## config.mk

```make
export PLATFORM = sky130hd
export DESIGN_NAME = video_frame_token_bucket_pacer_unit
export DESIGN_NICKNAME = d
export VERILOG_FILES = /design/src/hw/rtl/vftbp_pkg.sv /design/src/hw/rtl/video_frame_token_bucket_pacer_unit.sv
export SDC_FILE = /design/constraint.sdc
export NUM_CORES = 2
export LEC_CHECK = 0
export BUFFER_PORTS_ARGS = -buffer_cell sky130_fd_sc_hd__clkbuf_2
export CORE_MARGIN = 8
export CORE_UTILIZATION = 65
export CTS_BUF_LIST = sky130_fd_sc_hd__clkbuf_8
export CTS_CLUSTER_SIZE = 30
export DETAILED_ROUTE_END_ITERATION = 10
export GPL_TIMING_DRIVEN = 0
export PLACE_DENSITY = 0.87
export SETUP_SLACK_MARGIN = 0.02
export SYNTH_ARGS = -nofsm -noshare
export SYNTH_HDL_FRONTEND = slang
export SYNTH_SLANG_ARGS = --single-unit
```

## constraint.sdc

```tcl
create_clock -name clk -period 8.55 [get_ports clk]
set_input_delay 1.71 -clock clk [delete_from_list [all_inputs] [get_ports clk]]
set_output_delay 1.71 -clock clk [all_outputs]
set_load 0.005 [all_outputs]
```

## src/hw/rtl/vftbp_pkg.sv

```systemverilog
package vftbp_pkg;

    // Field widths.
    localparam int NOW_W     = 48;
    localparam int BYTES_W   = 24;
    localparam int TOK_W     = 32;
    localparam int KBPS_W    = 16;

    // Widths of the refill datapath.
    localparam int ELAPSED_W = 10;   // 0..1000 ms
    localparam int Q_W       = 13;   // whole bytes per ms, up to 8191
    localparam int R_W       = 10;   // bytes per second left over, below 1000
    localparam int BASE_W    = 23;   // bitrate_kbps * 125
    localparam int BUCKET_W  = 24;   // up to 65535 * 250
    localparam int PQ_W      = Q_W + ELAPSED_W;
    localparam int PR_W      = 20;   // below 1000 * 1000
    localparam int REFILL_W  = 24;
    localparam int SUM_W     = TOK_W + 2;

    // Pacing constants.
    localparam logic [TOK_W-1:0]     DEBT_LIMIT_BYTES = 32'd2097152;
    localparam logic [ELAPSED_W-1:0] MAX_ELAPSED_MS   = 10'd1000;
    localparam logic [NOW_W-1:0]     ADAPT_GAP_MS     = 48'd6000;
    localparam logic [BUCKET_W-1:0]  BUCKET_FLOOR     = 24'd524288;

    // Below this bitrate the 64 KiB/s floor applies: 65536 = 65 * 1000 + 536.
    localparam logic [KBPS_W-1:0]    RATE_FLOOR_KBPS  = 16'd525;
    localparam logic [Q_W-1:0]       RATE_FLOOR_Q     = 13'd65;
    localparam logic [R_W-1:0]       RATE_FLOOR_R     = 10'd536;
    // From this bitrate on, twice the rate exceeds the 512 KiB bucket floor.
    localparam logic [KBPS_W-1:0]    BUCKET_MIN_KBPS  = 16'd2098;

    // floor(x / 1000) = (x * RECIP_1000) >> RECIP_SHIFT for every x below 2^20.
    localparam int                   RECIP_W          = 21;
    localparam int                   RECIP_SHIFT      = 30;
    localparam logic [RECIP_W-1:0]   RECIP_1000       = 21'd1073742;

    // Register map, indexed by paddr[2].
    localparam logic REG_PACING_ENABLED = 1'b0;
    localparam logic REG_BITRATE_KBPS   = 1'b1;

    localparam logic [KBPS_W-1:0]   BITRATE_RESET = 16'd3500;
    localparam logic [BASE_W-1:0]   BASE_RESET    = 23'd437500;
    localparam logic [Q_W-1:0]      Q_RESET       = 13'd437;
    localparam logic [R_W-1:0]      R_RESET       = 10'd500;
    localparam logic [BUCKET_W-1:0] BUCKET_RESET  = 24'd875000;

    // Saturate a widened sum to the 32-bit signed range.
    function automatic logic signed [TOK_W-1:0] sat32(input logic signed [SUM_W-1:0] v);
        logic signed [SUM_W-1:0] hi;
        logic signed [SUM_W-1:0] lo;
        hi = SUM_W'(33'sh0_7FFF_FFFF);
        lo = -SUM_W'(33'sh0_8000_0000);
        if (v > hi)
        begin
            return 32'sh7FFF_FFFF;
        end
        else if (v < lo)
        begin
            return 32'sh8000_0000;
        end
        return v[TOK_W-1:0];
    endfunction

endpackage

```

## src/hw/rtl/video_frame_token_bucket_pacer_unit.sv

```systemverilog
// An accepted request moves through stages 1 to 4 and then the result register.
// Throughput: one frame request per cycle while out_ready keeps results moving; the
// token-balance update loops in the last stage on a refill from the three stages before it.
// Reset (rst_n low, asynchronous): pacing off, bitrate 3500 kbit/s, an empty and unprimed
// bucket, both timestamps zero, and no request held in any stage.
module video_frame_token_bucket_pacer_unit
(
    input  logic                                  clk,
    input  logic                                  rst_n,

    input  logic                                  psel,
    input  logic                                  penable,
    input  logic                                  pwrite,
    input  logic [2:0]                            paddr,
    input  logic [31:0]                           pwdata,
    output logic [31:0]                           prdata,
    output logic                                  pready,

    input  logic                                  in_valid,
    output logic                                  in_ready,
    input  logic [vftbp_pkg::NOW_W-1:0]           now_ms,
    input  logic [vftbp_pkg::BYTES_W-1:0]         frame_bytes,
    input  logic                                  is_keyframe,

    output logic                                  out_valid,
    input  logic                                  out_ready,
    output logic                                  forward,
    output logic                                  adapt_request,
    output logic signed [vftbp_pkg::TOK_W-1:0]    token_level
);

    // Fields that ride along with every request through the pipeline.
    typedef struct packed {
        logic [vftbp_pkg::NOW_W-1:0]   now;
        logic [vftbp_pkg::BYTES_W-1:0] bytes;
        logic                          key;
        logic                          first;
        logic                          pacing;
    } item_t;

    // Configuration registers and the values derived from the bitrate.
    logic                                 pacing_reg;
    logic [vftbp_pkg::KBPS_W-1:0]         bitrate_reg;
    logic [vftbp_pkg::BASE_W-1:0]         base_reg;
    logic [vftbp_pkg::Q_W-1:0]            rate_q_reg;
    logic [vftbp_pkg::R_W-1:0]            rate_r_reg;
    logic [vftbp_pkg::BUCKET_W-1:0]       bucket_reg;

    // Refill timing is tracked at the input, since it does not depend on the balance.
    logic                                 primed_reg;
    logic [vftbp_pkg::NOW_W-1:0]          last_refill_reg;

    // Pipeline stages.
    logic                                 s1_valid_reg;
    item_t                                s1_item_reg;
    logic [vftbp_pkg::NOW_W-1:0]          s1_prev_reg;
    logic                                 s2_valid_reg;
    item_t                                s2_item_reg;
    logic [vftbp_pkg::ELAPSED_W-1:0]      s2_elapsed_reg;
    logic                                 s3_valid_reg;
    item_t                                s3_item_reg;
    logic [vftbp_pkg::PQ_W-1:0]           s3_pq_reg;
    logic [vftbp_pkg::PR_W-1:0]           s3_pr_reg;
    logic                                 s4_valid_reg;
    item_t                                s4_item_reg;
    logic [vftbp_pkg::REFILL_W-1:0]       s4_refill_reg;

    // Balance state and the result register.
    logic signed [vftbp_pkg::TOK_W-1:0]   tok_reg;
    logic signed [vftbp_pkg::TOK_W-1:0]   tok_next;
    logic [vftbp_pkg::NOW_W-1:0]          last_adapt_reg;
    logic [vftbp_pkg::NOW_W-1:0]          last_adapt_next;
    logic                                 out_valid_reg;
    logic                                 forward_reg;
    logic                                 adapt_reg;
    logic                                 adapt_next;
    logic                                 forward_next;
    logic signed [vftbp_pkg::TOK_W-1:0]   token_level_reg;

    logic                                 cfg_write;
    logic                                 in_fire;
    logic                                 out_free;
    logic                                 loop_fire;
    logic                                 s4_free;
    logic                                 s3_free;
    logic                                 s2_free;

    logic [vftbp_pkg::BASE_W-1:0]         base_calc;
    logic [vftbp_pkg::Q_W-1:0]            q_calc;
    logic [vftbp_pkg::R_W-1:0]            r_calc;
    logic [vftbp_pkg::BUCKET_W-1:0]       bucket_calc;

    logic [vftbp_pkg::NOW_W:0]            elapsed_diff;
    logic [vftbp_pkg::ELAPSED_W-1:0]      elapsed_calc;
    logic [vftbp_pkg::PR_W+vftbp_pkg::RECIP_W-1:0] frac_prod;
    logic [vftbp_pkg::REFILL_W-1:0]       refill_calc;

    logic signed [vftbp_pkg::SUM_W-1:0]   fill_sum;
    logic signed [vftbp_pkg::SUM_W-1:0]   fill_capped;
    logic signed [vftbp_pkg::SUM_W-1:0]   spend_sum;
    logic signed [vftbp_pkg::TOK_W-1:0]   tok_filled;
    logic signed [vftbp_pkg::TOK_W-1:0]   debt_floor;
    logic                                 drop;
    logic [vftbp_pkg::NOW_W:0]            adapt_diff;
    logic                                 adapt_due;

    // ------------------------------------------------------------------
    // Configuration port. Writes land in the access phase; reads are
    // answered from the live registers.
    // ------------------------------------------------------------------
    assign pready    = 1'b1;
    assign cfg_write = psel && penable && pwrite && pready;

    always_comb
    begin
        case (paddr[2])
            vftbp_pkg::REG_PACING_ENABLED: prdata = {31'd0, pacing_reg};
            vftbp_pkg::REG_BITRATE_KBPS:   prdata = {16'd0, bitrate_reg};
            default:                       prdata = '0;
        endcase
    end

    // The rate is bitrate_kbps * 125 bytes per second, floored at 64 KiB/s.
    // Split it into whole bytes per millisecond (q) and a remainder per second (r):
    // kbps * 125 = (kbps / 8) * 1000 + (kbps mod 8) * 125, so no divider is needed.
    always_comb
    begin
        base_calc = vftbp_pkg::BASE_W'({7'd0, bitrate_reg} * 23'd125);
        if (bitrate_reg < vftbp_pkg::RATE_FLOOR_KBPS)
        begin
            q_calc = vftbp_pkg::RATE_FLOOR_Q;
            r_calc = vftbp_pkg::RATE_FLOOR_R;
        end
        else
        begin
            q_calc = bitrate_reg[vftbp_pkg::KBPS_W-1:3];
            r_calc = vftbp_pkg::R_W'({7'd0, bitrate_reg[2:0]} * 10'd125);
        end
        // The bucket is twice the rate, never below 512 KiB.
        if (bitrate_reg < vftbp_pkg::BUCKET_MIN_KBPS)
        begin
            bucket_calc = vftbp_pkg::BUCKET_FLOOR;
        end
        else
        begin
            bucket_calc = vftbp_pkg::BUCKET_W'({8'd0, bitrate_reg} * 24'd250);
        end
    end

    always_ff @(posedge clk or negedge rst_n)
    begin
        if (!rst_n)
        begin
            pacing_reg  <= 1'b0;
            bitrate_reg <= vftbp_pkg::BITRATE_RESET;
            base_reg    <= vftbp_pkg::BASE_RESET;
            rate_q_reg  <= vftbp_pkg::Q_RESET;
            rate_r_reg  <= vftbp_pkg::R_RESET;
            bucket_reg  <= vftbp_pkg::BUCKET_RESET;
        end
        else
        begin
            if (cfg_write)
            begin
                case (paddr[2])
                    vftbp_pkg::REG_PACING_ENABLED: pacing_reg  <= pwdata[0];
                    vftbp_pkg::REG_BITRATE_KBPS:   bitrate_reg <= pwdata[15:0];
                    default:                       pacing_reg  <= pacing_reg;
                endcase
            end
            // The derived values are registered from the bitrate and settle before any
            // request accepted after the write reaches them.
            base_reg   <= base_calc;
            rate_q_reg <= q_calc;
            rate_r_reg <= r_calc;
            bucket_reg <= bucket_calc;
        end
    end

    // ------------------------------------------------------------------
    // Elastic pipeline control. Each stage takes a new request whenever it
    // is empty or its content moves on, so bubbles close up while the
    // result register waits on the consumer.
    // ------------------------------------------------------------------
    assign out_free  = !out_valid_reg || out_ready;
    assign loop_fire = s4_valid_reg && out_free;
    assign s4_free   = !s4_valid_reg || out_free;
    assign s3_free   = !s3_valid_reg || s4_free;
    assign s2_free   = !s2_valid_reg || s3_free;
    assign in_ready  = !s1_valid_reg || s2_free;
    assign in_fire   = in_valid && in_ready;

    // Stage 1: capture the request together with the refill time it is measured
    // against. The first paced request primes the bucket and starts the clock.
    always_ff @(posedge clk or negedge rst_n)
    begin
        if (!rst_n)
        begin
            s1_valid_reg    <= 1'b0;
            primed_reg      <= 1'b0;
            last_refill_reg <= '0;
        end
        else
        begin
            if (in_ready)
            begin
                s1_valid_reg <= in_valid;
            end
            if (in_fire && pacing_reg)
            begin
                primed_reg      <= 1'b1;
                last_refill_reg <= now_ms;
            end
        end
    end

    always_ff @(posedge clk)
    begin
        if (in_fire)
        begin
            s1_item_reg.now    <= now_ms;
            s1_item_reg.bytes  <= frame_bytes;
            s1_item_reg.key    <= is_keyframe;
            s1_item_reg.first  <= pacing_reg && !primed_reg;
            s1_item_reg.pacing <= pacing_reg;
            s1_prev_reg        <= last_refill_reg;
        end
    end

    // Stage 2: elapsed time as a signed difference, clamped to 0..1000 ms.
    always_comb
    begin
        elapsed_diff = {1'b0, s1_item_reg.now} - {1'b0, s1_prev_reg};
        if (elapsed_diff[vftbp_pkg::NOW_W])
        begin
            elapsed_calc = '0;
        end
        else if (elapsed_diff[vftbp_pkg::NOW_W-1:0] >
                 {38'd0, vftbp_pkg::MAX_ELAPSED_MS})
        begin
            elapsed_calc = vftbp_pkg::MAX_ELAPSED_MS;
        end
        else
        begin
            elapsed_calc = elapsed_diff[vftbp_pkg::ELAPSED_W-1:0];
        end
    end

    // Stage 3: the two partial products of rate * elapsed.
    // Stage 4: refill = q * elapsed + floor(r * elapsed / 1000), which equals
    // floor(rate * elapsed / 1000) exactly.
    assign frac_prod = {{vftbp_pkg::RECIP_W{1'b0}}, s3_pr_reg} *
                       {{vftbp_pkg::PR_W{1'b0}}, vftbp_pkg::RECIP_1000};
    assign refill_calc = vftbp_pkg::REFILL_W'({1'b0, s3_pq_reg}) +
                         vftbp_pkg::REFILL_W'(frac_prod[vftbp_pkg::PR_W+vftbp_pkg::RECIP_W-1:
                                                        vftbp_pkg::RECIP_SHIFT]);

    always_ff @(posedge clk or negedge rst_n)
    begin
        if (!rst_n)
        begin
            s2_valid_reg <= 1'b0;
            s3_valid_reg <= 1'b0;
            s4_valid_reg <= 1'b0;
        end
        else
        begin
            if (s2_free)
            begin
                s2_valid_reg <= s1_valid_reg;
            end
            if (s3_free)
            begin
                s3_valid_reg <= s2_valid_reg;
            end
            if (s4_free)
            begin
                s4_valid_reg <= s3_valid_reg;
            end
        end
    end

    always_ff @(posedge clk)
    begin
        if (s2_free && s1_valid_reg)
        begin
            s2_item_reg    <= s1_item_reg;
            s2_elapsed_reg <= elapsed_calc;
        end
        if (s3_free && s2_valid_reg)
        begin
            s3_item_reg <= s2_item_reg;
            s3_pq_reg   <= {{vftbp_pkg::ELAPSED_W{1'b0}}, rate_q_reg} *
                           {{vftbp_pkg::Q_W{1'b0}}, s2_elapsed_reg};
            s3_pr_reg   <= vftbp_pkg::PR_W'({{vftbp_pkg::ELAPSED_W{1'b0}}, rate_r_reg} *
                                            {{vftbp_pkg::R_W{1'b0}}, s2_elapsed_reg});
        end
        if (s4_free && s3_valid_reg)
        begin
            s4_item_reg   <= s3_item_reg;
            s4_refill_reg <= refill_calc;
        end
    end

    // ------------------------------------------------------------------
    // Balance update. The first paced frame loads the initial fill; later
    // frames add the refill and cap at the bucket. A non-keyframe deep in
    // debt is dropped and may raise an adapt request; any other frame
    // spends its size, saturating at the bottom of the 32-bit range.
    // With pacing off the frame passes and the balance is only reported.
    // ------------------------------------------------------------------
    assign debt_floor = -$signed(vftbp_pkg::DEBT_LIMIT_BYTES);

    always_comb
    begin
        fill_sum    = {{2{tok_reg[vftbp_pkg::TOK_W-1]}}, tok_reg} +
                      $signed(vftbp_pkg::SUM_W'(s4_refill_reg));
        fill_capped = (fill_sum > $signed(vftbp_pkg::SUM_W'(bucket_reg))) ?
                      $signed(vftbp_pkg::SUM_W'(bucket_reg)) : fill_sum;
        if (s4_item_reg.first)
        begin
            tok_filled = $signed(vftbp_pkg::TOK_W'(base_reg));
        end
        else
        begin
            tok_filled = vftbp_pkg::sat32(fill_capped);
        end

        drop       = !s4_item_reg.key && (tok_filled < debt_floor);
        adapt_diff = {1'b0, s4_item_reg.now} - {1'b0, last_adapt_reg};
        adapt_due  = !adapt_diff[vftbp_pkg::NOW_W] &&
                     (adapt_diff[vftbp_pkg::NOW_W-1:0] > vftbp_pkg::ADAPT_GAP_MS);
        spend_sum  = {{2{tok_filled[vftbp_pkg::TOK_W-1]}}, tok_filled} -
                     $signed(vftbp_pkg::SUM_W'(s4_item_reg.bytes));

        tok_next        = tok_reg;
        last_adapt_next = last_adapt_reg;
        forward_next    = 1'b1;
        adapt_next      = 1'b0;
        if (s4_item_reg.pacing)
        begin
            if (drop)
            begin
                tok_next     = tok_filled;
                forward_next = 1'b0;
                if (adapt_due)
                begin
                    adapt_next      = 1'b1;
                    last_adapt_next = s4_item_reg.now;
                end
            end
            else
            begin
                tok_next = vftbp_pkg::sat32(spend_sum);
            end
        end
    end

    always_ff @(posedge clk or negedge rst_n)
    begin
        if (!rst_n)
        begin
            tok_reg        <= '0;
            last_adapt_reg <= '0;
            out_valid_reg  <= 1'b0;
        end
        else
        begin
            if (out_free)
            begin
                out_valid_reg <= s4_valid_reg;
            end
            if (loop_fire)
            begin
                tok_reg        <= tok_next;
                last_adapt_reg <= last_adapt_next;
            end
        end
    end

    always_ff @(posedge clk)
    begin
        if (loop_fire)
        begin
            forward_reg     <= forward_next;
            adapt_reg       <= adapt_next;
            token_level_reg <= tok_next;
        end
    end

    assign out_valid     = out_valid_reg;
    assign forward       = forward_reg;
    assign adapt_request = adapt_reg;
    assign token_level   = token_level_reg;

`ifndef SYNTHESIS
    // An adapt request only ever comes with a dropped frame.
    a_adapt_only_on_drop: assert property (@(posedge clk) disable iff (!rst_n)
        out_valid && adapt_request |-> !forward)
        else $error("adapt request raised on a forwarded frame");

    // A frame that passes with pacing off leaves the balance and adapt time alone.
    a_bypass_keeps_state: assert property (@(posedge clk) disable iff (!rst_n)
        loop_fire && !s4_item_reg.pacing |=> $stable(tok_reg) && $stable(last_adapt_reg))
        else $error("state changed by a frame passed with pacing off");

    // The clamped elapsed time never exceeds one second.
    a_elapsed_clamped: assert property (@(posedge clk) disable iff (!rst_n)
        s2_valid_reg |-> s2_elapsed_reg <= vftbp_pkg::MAX_ELAPSED_MS)
        else $error("elapsed time outside its clamp");

    // Once primed, the bucket stays primed until reset.
    a_primed_sticky: assert property (@(posedge clk) disable iff (!rst_n)
        !$fell(primed_reg))
        else $error("bucket lost its primed mark");
`endif

endmodule
```

Word level (Yosys, flattened, before mapping) --
Index checks and enable logic that the tools add are counted.
Storage, ports and cells: input port bits 115, word-level logic and storage cells 119, bits in registers 680, output and inout port bits 69
Cells by class: mux-type cells 24, magnitude comparators 10, bitwise gates (word level) 1, $mul 6, add/sub/neg operators 5, reduce and logical (&&, ||, !) cells 29
Operator list (count):
- two-way mux 32 bit | 9
- subtractor 48 x 48 -> 49 bit | 2
- one-hot mux 32 bit (2 select lines) | 1
- greater-than comparator 48 x 10 -> 1 bit (second input constant) | 1
- greater-than comparator 48 x 13 -> 1 bit (second input constant) | 1
- multiplier 16 x 7 -> 23 bit (second input constant) | 2
- multiplier 20 x 20 -> 40 bit (second input constant) | 1
- greater-than comparator 34 x 32 -> 1 bit (second input constant) | 1
- less-than comparator 34 x 32 -> 1 bit (second input constant) | 1
- two-way mux 34 bit | 1
- adder 32 x 25 -> 33 bit | 1
- greater-than comparator 33 x 25 -> 1 bit | 1
- greater-than comparator 33 x 32 -> 1 bit (second input constant) | 1
- less-than comparator 33 x 32 -> 1 bit (second input constant) | 1
- subtractor 32 x 25 -> 33 bit | 1
- less-than comparator 32 x 22 -> 1 bit (second input constant) | 1
- adder 23 x 11 -> 24 bit | 1
- two-way mux 24 bit | 1
- multiplier 13 x 10 -> 23 bit | 1
- multiplier 10 x 10 -> 20 bit | 1
- two-way mux 10 bit | 2
- less-than comparator 16 x 10 -> 1 bit (second input constant) | 1
- less-than comparator 16 x 12 -> 1 bit (second input constant) | 1
- two-way mux 13 bit | 1
- other kinds (9) | 40

Logic depth before layout (Yosys ltp) --
word-level depth 18, gate-level depth with buffers 39, mapped depth without buffers 37

Least setup slack after synthesis --
Ideal clock, no wire load.
path kind register to register, start point reg tok_reg[0] (netlist name), end point reg token_level_reg (netlist bit token_level[15]) (data pin), required time 8404 ps, setup slack 799 ps, setup time 146 ps, cell stages (with the launch flop) 40, arrival 7605 ps, period minus slack after synthesis 7751 ps, path buffers 3, path through dfrtp_1 > ha_1 > inv_1 > fa_1 > nand2b_1 > a21oi_1 > o211ai_1 > a211oi_1 > nor3b_1 > o21bai_1 > a21oi_1 > xnor2_1 > ha_1 > nand4_1 > nor2_1 > o2111ai_1 > nand4_1 > and2_1 > [... 4 more ...] > nor2_1 > a21oi_1 > o21ai_0 > ha_1 > o21ai_0 > a21boi_0 > o41a_1 > o221ai_1 > o211ai_1 > o21ai_0 > a31oi_1 > nand2_1 > a41oi_1 > inv_1 > clkbuf_1 > nor4_1 > a21oi_1 > a21oi_1
Between the ends: cells in the longest elaborated chain, start to end 18, elaborated cells between the ends (all ways) 24, those cells by class 2 x add/sub; 6 x order compare; 15 x mux; 1 x reduce/logical
RTL lines:
- start, declared | RTL line video_frame_token_bucket_pacer_unit.sv:69 | logic signed [vftbp_pkg::TOK_W-1:0] tok_reg;
- start signal, assigned | RTL line video_frame_token_bucket_pacer_unit.sv:375 | tok_reg <= tok_next;
- adder 32 x 25 -> 33 bit * | RTL line video_frame_token_bucket_pacer_unit.sv:316 | fill_sum = {{2{tok_reg[vftbp_pkg::TOK_W-1]}}, tok_reg} +
- greater-than comparator 33 x 25 -> 1 bit | RTL line video_frame_token_bucket_pacer_unit.sv:318 | fill_capped = (fill_sum > $signed(vftbp_pkg::SUM_W'(bucket_reg))) ?
- two-way mux 34 bit * | RTL line video_frame_token_bucket_pacer_unit.sv:318
- less-than comparator 34 x 32 -> 1 bit | RTL line vftbp_pkg.sv:58 | else if (v < lo)
- two-way mux 1 bit | RTL line vftbp_pkg.sv:58
- two-way mux 1 bit | RTL line vftbp_pkg.sv:54 | if (v > hi)
- two-way mux 1 bit | RTL line video_frame_token_bucket_pacer_unit.sv:320 | if (s4_item_reg.first)
- two-way mux 32 bit * | RTL line vftbp_pkg.sv:62 | return v[TOK_W-1:0];
- [... 3 more ...]
- two-way mux 1 bit | RTL line vftbp_pkg.sv:58
- two-way mux 1 bit | RTL line vftbp_pkg.sv:54
- two-way mux 1 bit | RTL line video_frame_token_bucket_pacer_unit.sv:342 | if (drop)
- two-way mux 1 bit | RTL line video_frame_token_bucket_pacer_unit.sv:340 | if (s4_item_reg.pacing)
- two-way mux 32 bit | RTL line vftbp_pkg.sv:62
- two-way mux 32 bit * | RTL line video_frame_token_bucket_pacer_unit.sv:342
- two-way mux 32 bit * | RTL line video_frame_token_bucket_pacer_unit.sv:340
- via tok_next (one bit) | RTL line video_frame_token_bucket_pacer_unit.sv:70 | logic signed [vftbp_pkg::TOK_W-1:0] tok_next;
- end signal, assigned | RTL line video_frame_token_bucket_pacer_unit.sv:387 | token_level_reg <= tok_next;
- end, declared | RTL line video_frame_token_bucket_pacer_unit.sv:78 | logic signed [vftbp_pkg::TOK_W-1:0] token_level_reg;
The timed path passes the listed nets; every way through them passes the cells marked *. The select of a mux whose other input is x is not followed. A chain may end at the register's enable or synchronous reset.

Worst setup path in the final report --
start point reg tok_reg[1] (netlist name), end point reg token_level_reg (netlist bit token_level[12]) (data pin)
Same word-level chain as after synthesis.

==> summary.md <==
| Metric | Value |
|---|---|
| Outcome | finished, final reports clean |
| Crit start category | register |
| Final setup violation count | 0 |
| Io pins | 184 |
| FF-to-FF path depth | 34 |
| CP max stage delay | around 450 ps |
| RSZ-0062 raised after global routing | true |
| Post-DP HPWL | ~95000 microns |
| DIE WIDTH | just under 300 microns |
| Clk_lat worst skew | between 700 and 800 ps |
| Area of the multi-input gates | about 0.027 sq mm |
| Compound-Gate Fraction of Synth Area | 0.112 |
| Crit-path slowest cell | fa_1 |
| Hold WS | 385 ps |
| Ranking of synthesized cells by area | edfxtp_1, ha_1, fa_1 |
| Adder-cell share of the synthesized area | 0.258 |
| Clock-pin slew of the registers on the worst-case setup and hold paths | 70 ps |
| DRC viols | 0 |
| Cell Area, Synth | ~0.049 sq mm |
| Syn. warnings | 0 |
| Kind of critical path | reg -> reg |
| Largest net degree at the start of global routing | 107 |
| Clk root buf | clkbuf_8 |
| R2R setup slack | around 210 ps |
| Die H | 289 microns |
| Number of global-route vias before repair | 36300 |
| Mapped Avg Cell Area | between 10 and 15 sq um |
| Slew HR | 0.249 |
| Number of buffers created by CTS | about 110 |
| Dpl cell area | just over 0.05 sq mm |
| Mux contribution to synthesized area | 0.0360 |
| First-pass GRT wire length | 194000 microns |
| Initial antenna violation count | 2 |
| Worst Tran Pin Value | 1120 ps |
| CTS H-tree lvls | 3 |
| Post-route cell area | ~0.054 sq mm |
| Remaining Overflow, GRT | 0 |
| GPL Wtd Cong | ~1.0 |
| Via count | roughly 35000 |
| Worst min path class | reg -> reg |
| Worst reg2reg path endpoint | token_level[12] |
| Top cell type's share of synthesized area | 0.284 |
| Final #Nets | around 5700 |
| Crit path max fanout | 10 |
| Ys async rst share | 0.324 |
| Pre-antenna DRT Iters | 6 |
| Site Rows | 100 |
| Worst r2r src | tok_reg[1] |
| Non-Filler Instances | 5820 |
| Library cells used by synthesis | 93 |
| WL per Instance | 21.2 microns |
| Synth Area in Simple Gates | 0.106 |
| IO Port Bufs | approximately 150 |
| P&R area growth vs syn | 10.9% |
| Global-route total usage across every layer | 0.296 |
| Placeable Area | about 0.074 sq mm |
| Initial core utilization | 0.655 |
| Clock Sinks | a little under 700 |
| Most area-hungry cell type in the Yosys netlist | edfxtp_1 |
| Fillers | approximately 5000 |
| CP Data Arrival Time | 8810 ps |
| Pins over their slew limit | 0 |
| Initial drt markers | roughly 2600 |
| Most numerous cell in the Yosys netlist | inv_1 |
| Seq cells post-synth | 679 |
| Final-report hold violation count | 0 |
| CP Capture Type | register |
| Critical Path RT | between 9000 and 10000 ps |
| Hold depth | 0 |
| Largest family of logic cells by synthesized area | adder cells |
| TritonCTS clock tree | yes |
| Hold_sp | s3_item_reg[32] |
| Synth cell count leaders | inv_1, ha_1, edfxtp_1 |
| Storage element area | 0.0193 sq mm |
| Hold path endpoint | s4_item_reg[32] |
| Vias/cell | about 6.0 |
| EDFF count, synth | 459 |
| Post-Synth XOR/XNOR Area | 0.0323 |
| CTS max path bufs | 3 |
| Min Clock Period, post-route | between 8000 and 9000 ps |
| Worst Skew | 50.2 ps |
| Top_reg_cell synth | edfxtp_1 |
| Highest Clock Rate | approximately 0.12 GHz |
| Die area | approximately 0.084 sq mm |
| Final wirelength | between 100000 and 150000 microns |
| Max_cap viols | 0 |
| Seq/Total Area, Yosys | 0.398 |
| Inst Count DP | 5570 |
| Final ANT Viol Nets | 0 |
| Share of cells above drive strength 1 | 0.140 |
| Synth Instances | ~4400 |
| Final critical-path share of the clock period | 0.976 |
[layout by cell type (no fill, tap or decap), types with 120 or more instances in the layout]
cell,count
fa_1,295
o21ai_0,150
mux2_2,134
clkbuf_2,147
xnor2_1,120
dfrtp_1,177
and2_1,153
nand2_1,312
a21oi_1,243
edfxtp_1,459
inv_1,614
clkbuf_8,125
nor2_1,179
ha_1,527
[repair_timing]
item	4_1_cts	5_1_grt
hold buffers	0	0
gates resized for setup	77	52
endpoints found under the setup margin	74	74
buffers inserted	27	14
pin swaps	9	22
[worst max-delay path by stage]
| stage | start | end | depth (start not counted) |
|---|---|---|---|
| after floorplan | tok_reg[0] | token_level[15] | 39 |
| final | tok_reg[1] | token_level[12] | 34 |
| after CTS | s3_pr_reg[1] | s4_refill_reg[22] | 35 |
| after global placement | tok_reg[0] | token_level[13] | 38 |
| after detailed placement | tok_reg[0] | token_level[13] | 38 |
| after global routing | tok_reg[0] | token_level[26] | 37 |
[cells by family (layout without fill, tap and decap cells)]
group	Yosys count	in the layout
buffers and inverters	713	1112
AO/OA/AOI/OAI	851	851
adder cells (fa/ha/maj)	826	826
other	2	21
XOR/XNOR	179	179
multiplexers	158	158
flip-flops	679	679
AND/OR/NAND/NOR	1025	1025
[layout make-up]
class	count	area share
clock buffers	123	0.0314
diodes	4	0.000186
plain buffers	140	0.0118
multi-input cells	3056	0.500
well taps	969	0.0225
flip-flops and latches	679	0.359
clock inverters	85	0.0127
inverters	570	0.0397
repair buffers	194	0.0225
[per-layer routing]
metal / global-route usage / part of all wire / vias to the layer above
li1: - / - / 16100
met5: 0 / 0 / -
met2: 0.504 / 0.48 / 1459
met4: 0.171 / 0.064 / 0
met3: 0.0436 / 0.066 / 394
met1: 0.359 / 0.39 / 16900
[stage by stage]
stage | util | setup slack (ps) | TNS (ps)
2_1_floorplan | - | 799 | 0
3_3_place_gp | 0.682 | -2300 | -116650
3_5_place_dp | 0.684 | -2370 | -119220
4_1_cts | 0.722 | 38.7 | 0
5_1_grt | 0.726 | -75.1 | -435
6_report | 0.726 | 207 | 0
[critical path: cells and delay by family (launching register included)]
family / cells / cell delay (ps)
compound gates: 22 / 4600
fa+ha+maj: 3 / 1100
simple gates: 5 / 830
buf+inv: 2 / 500
flops: 1 / 420
mux: 1 / 400
xor+xnor: 1 / 210
Power is left out: the tool's default activity adds up to more than one toggle a clock period on the data nets, which glitch-free logic cannot reach.
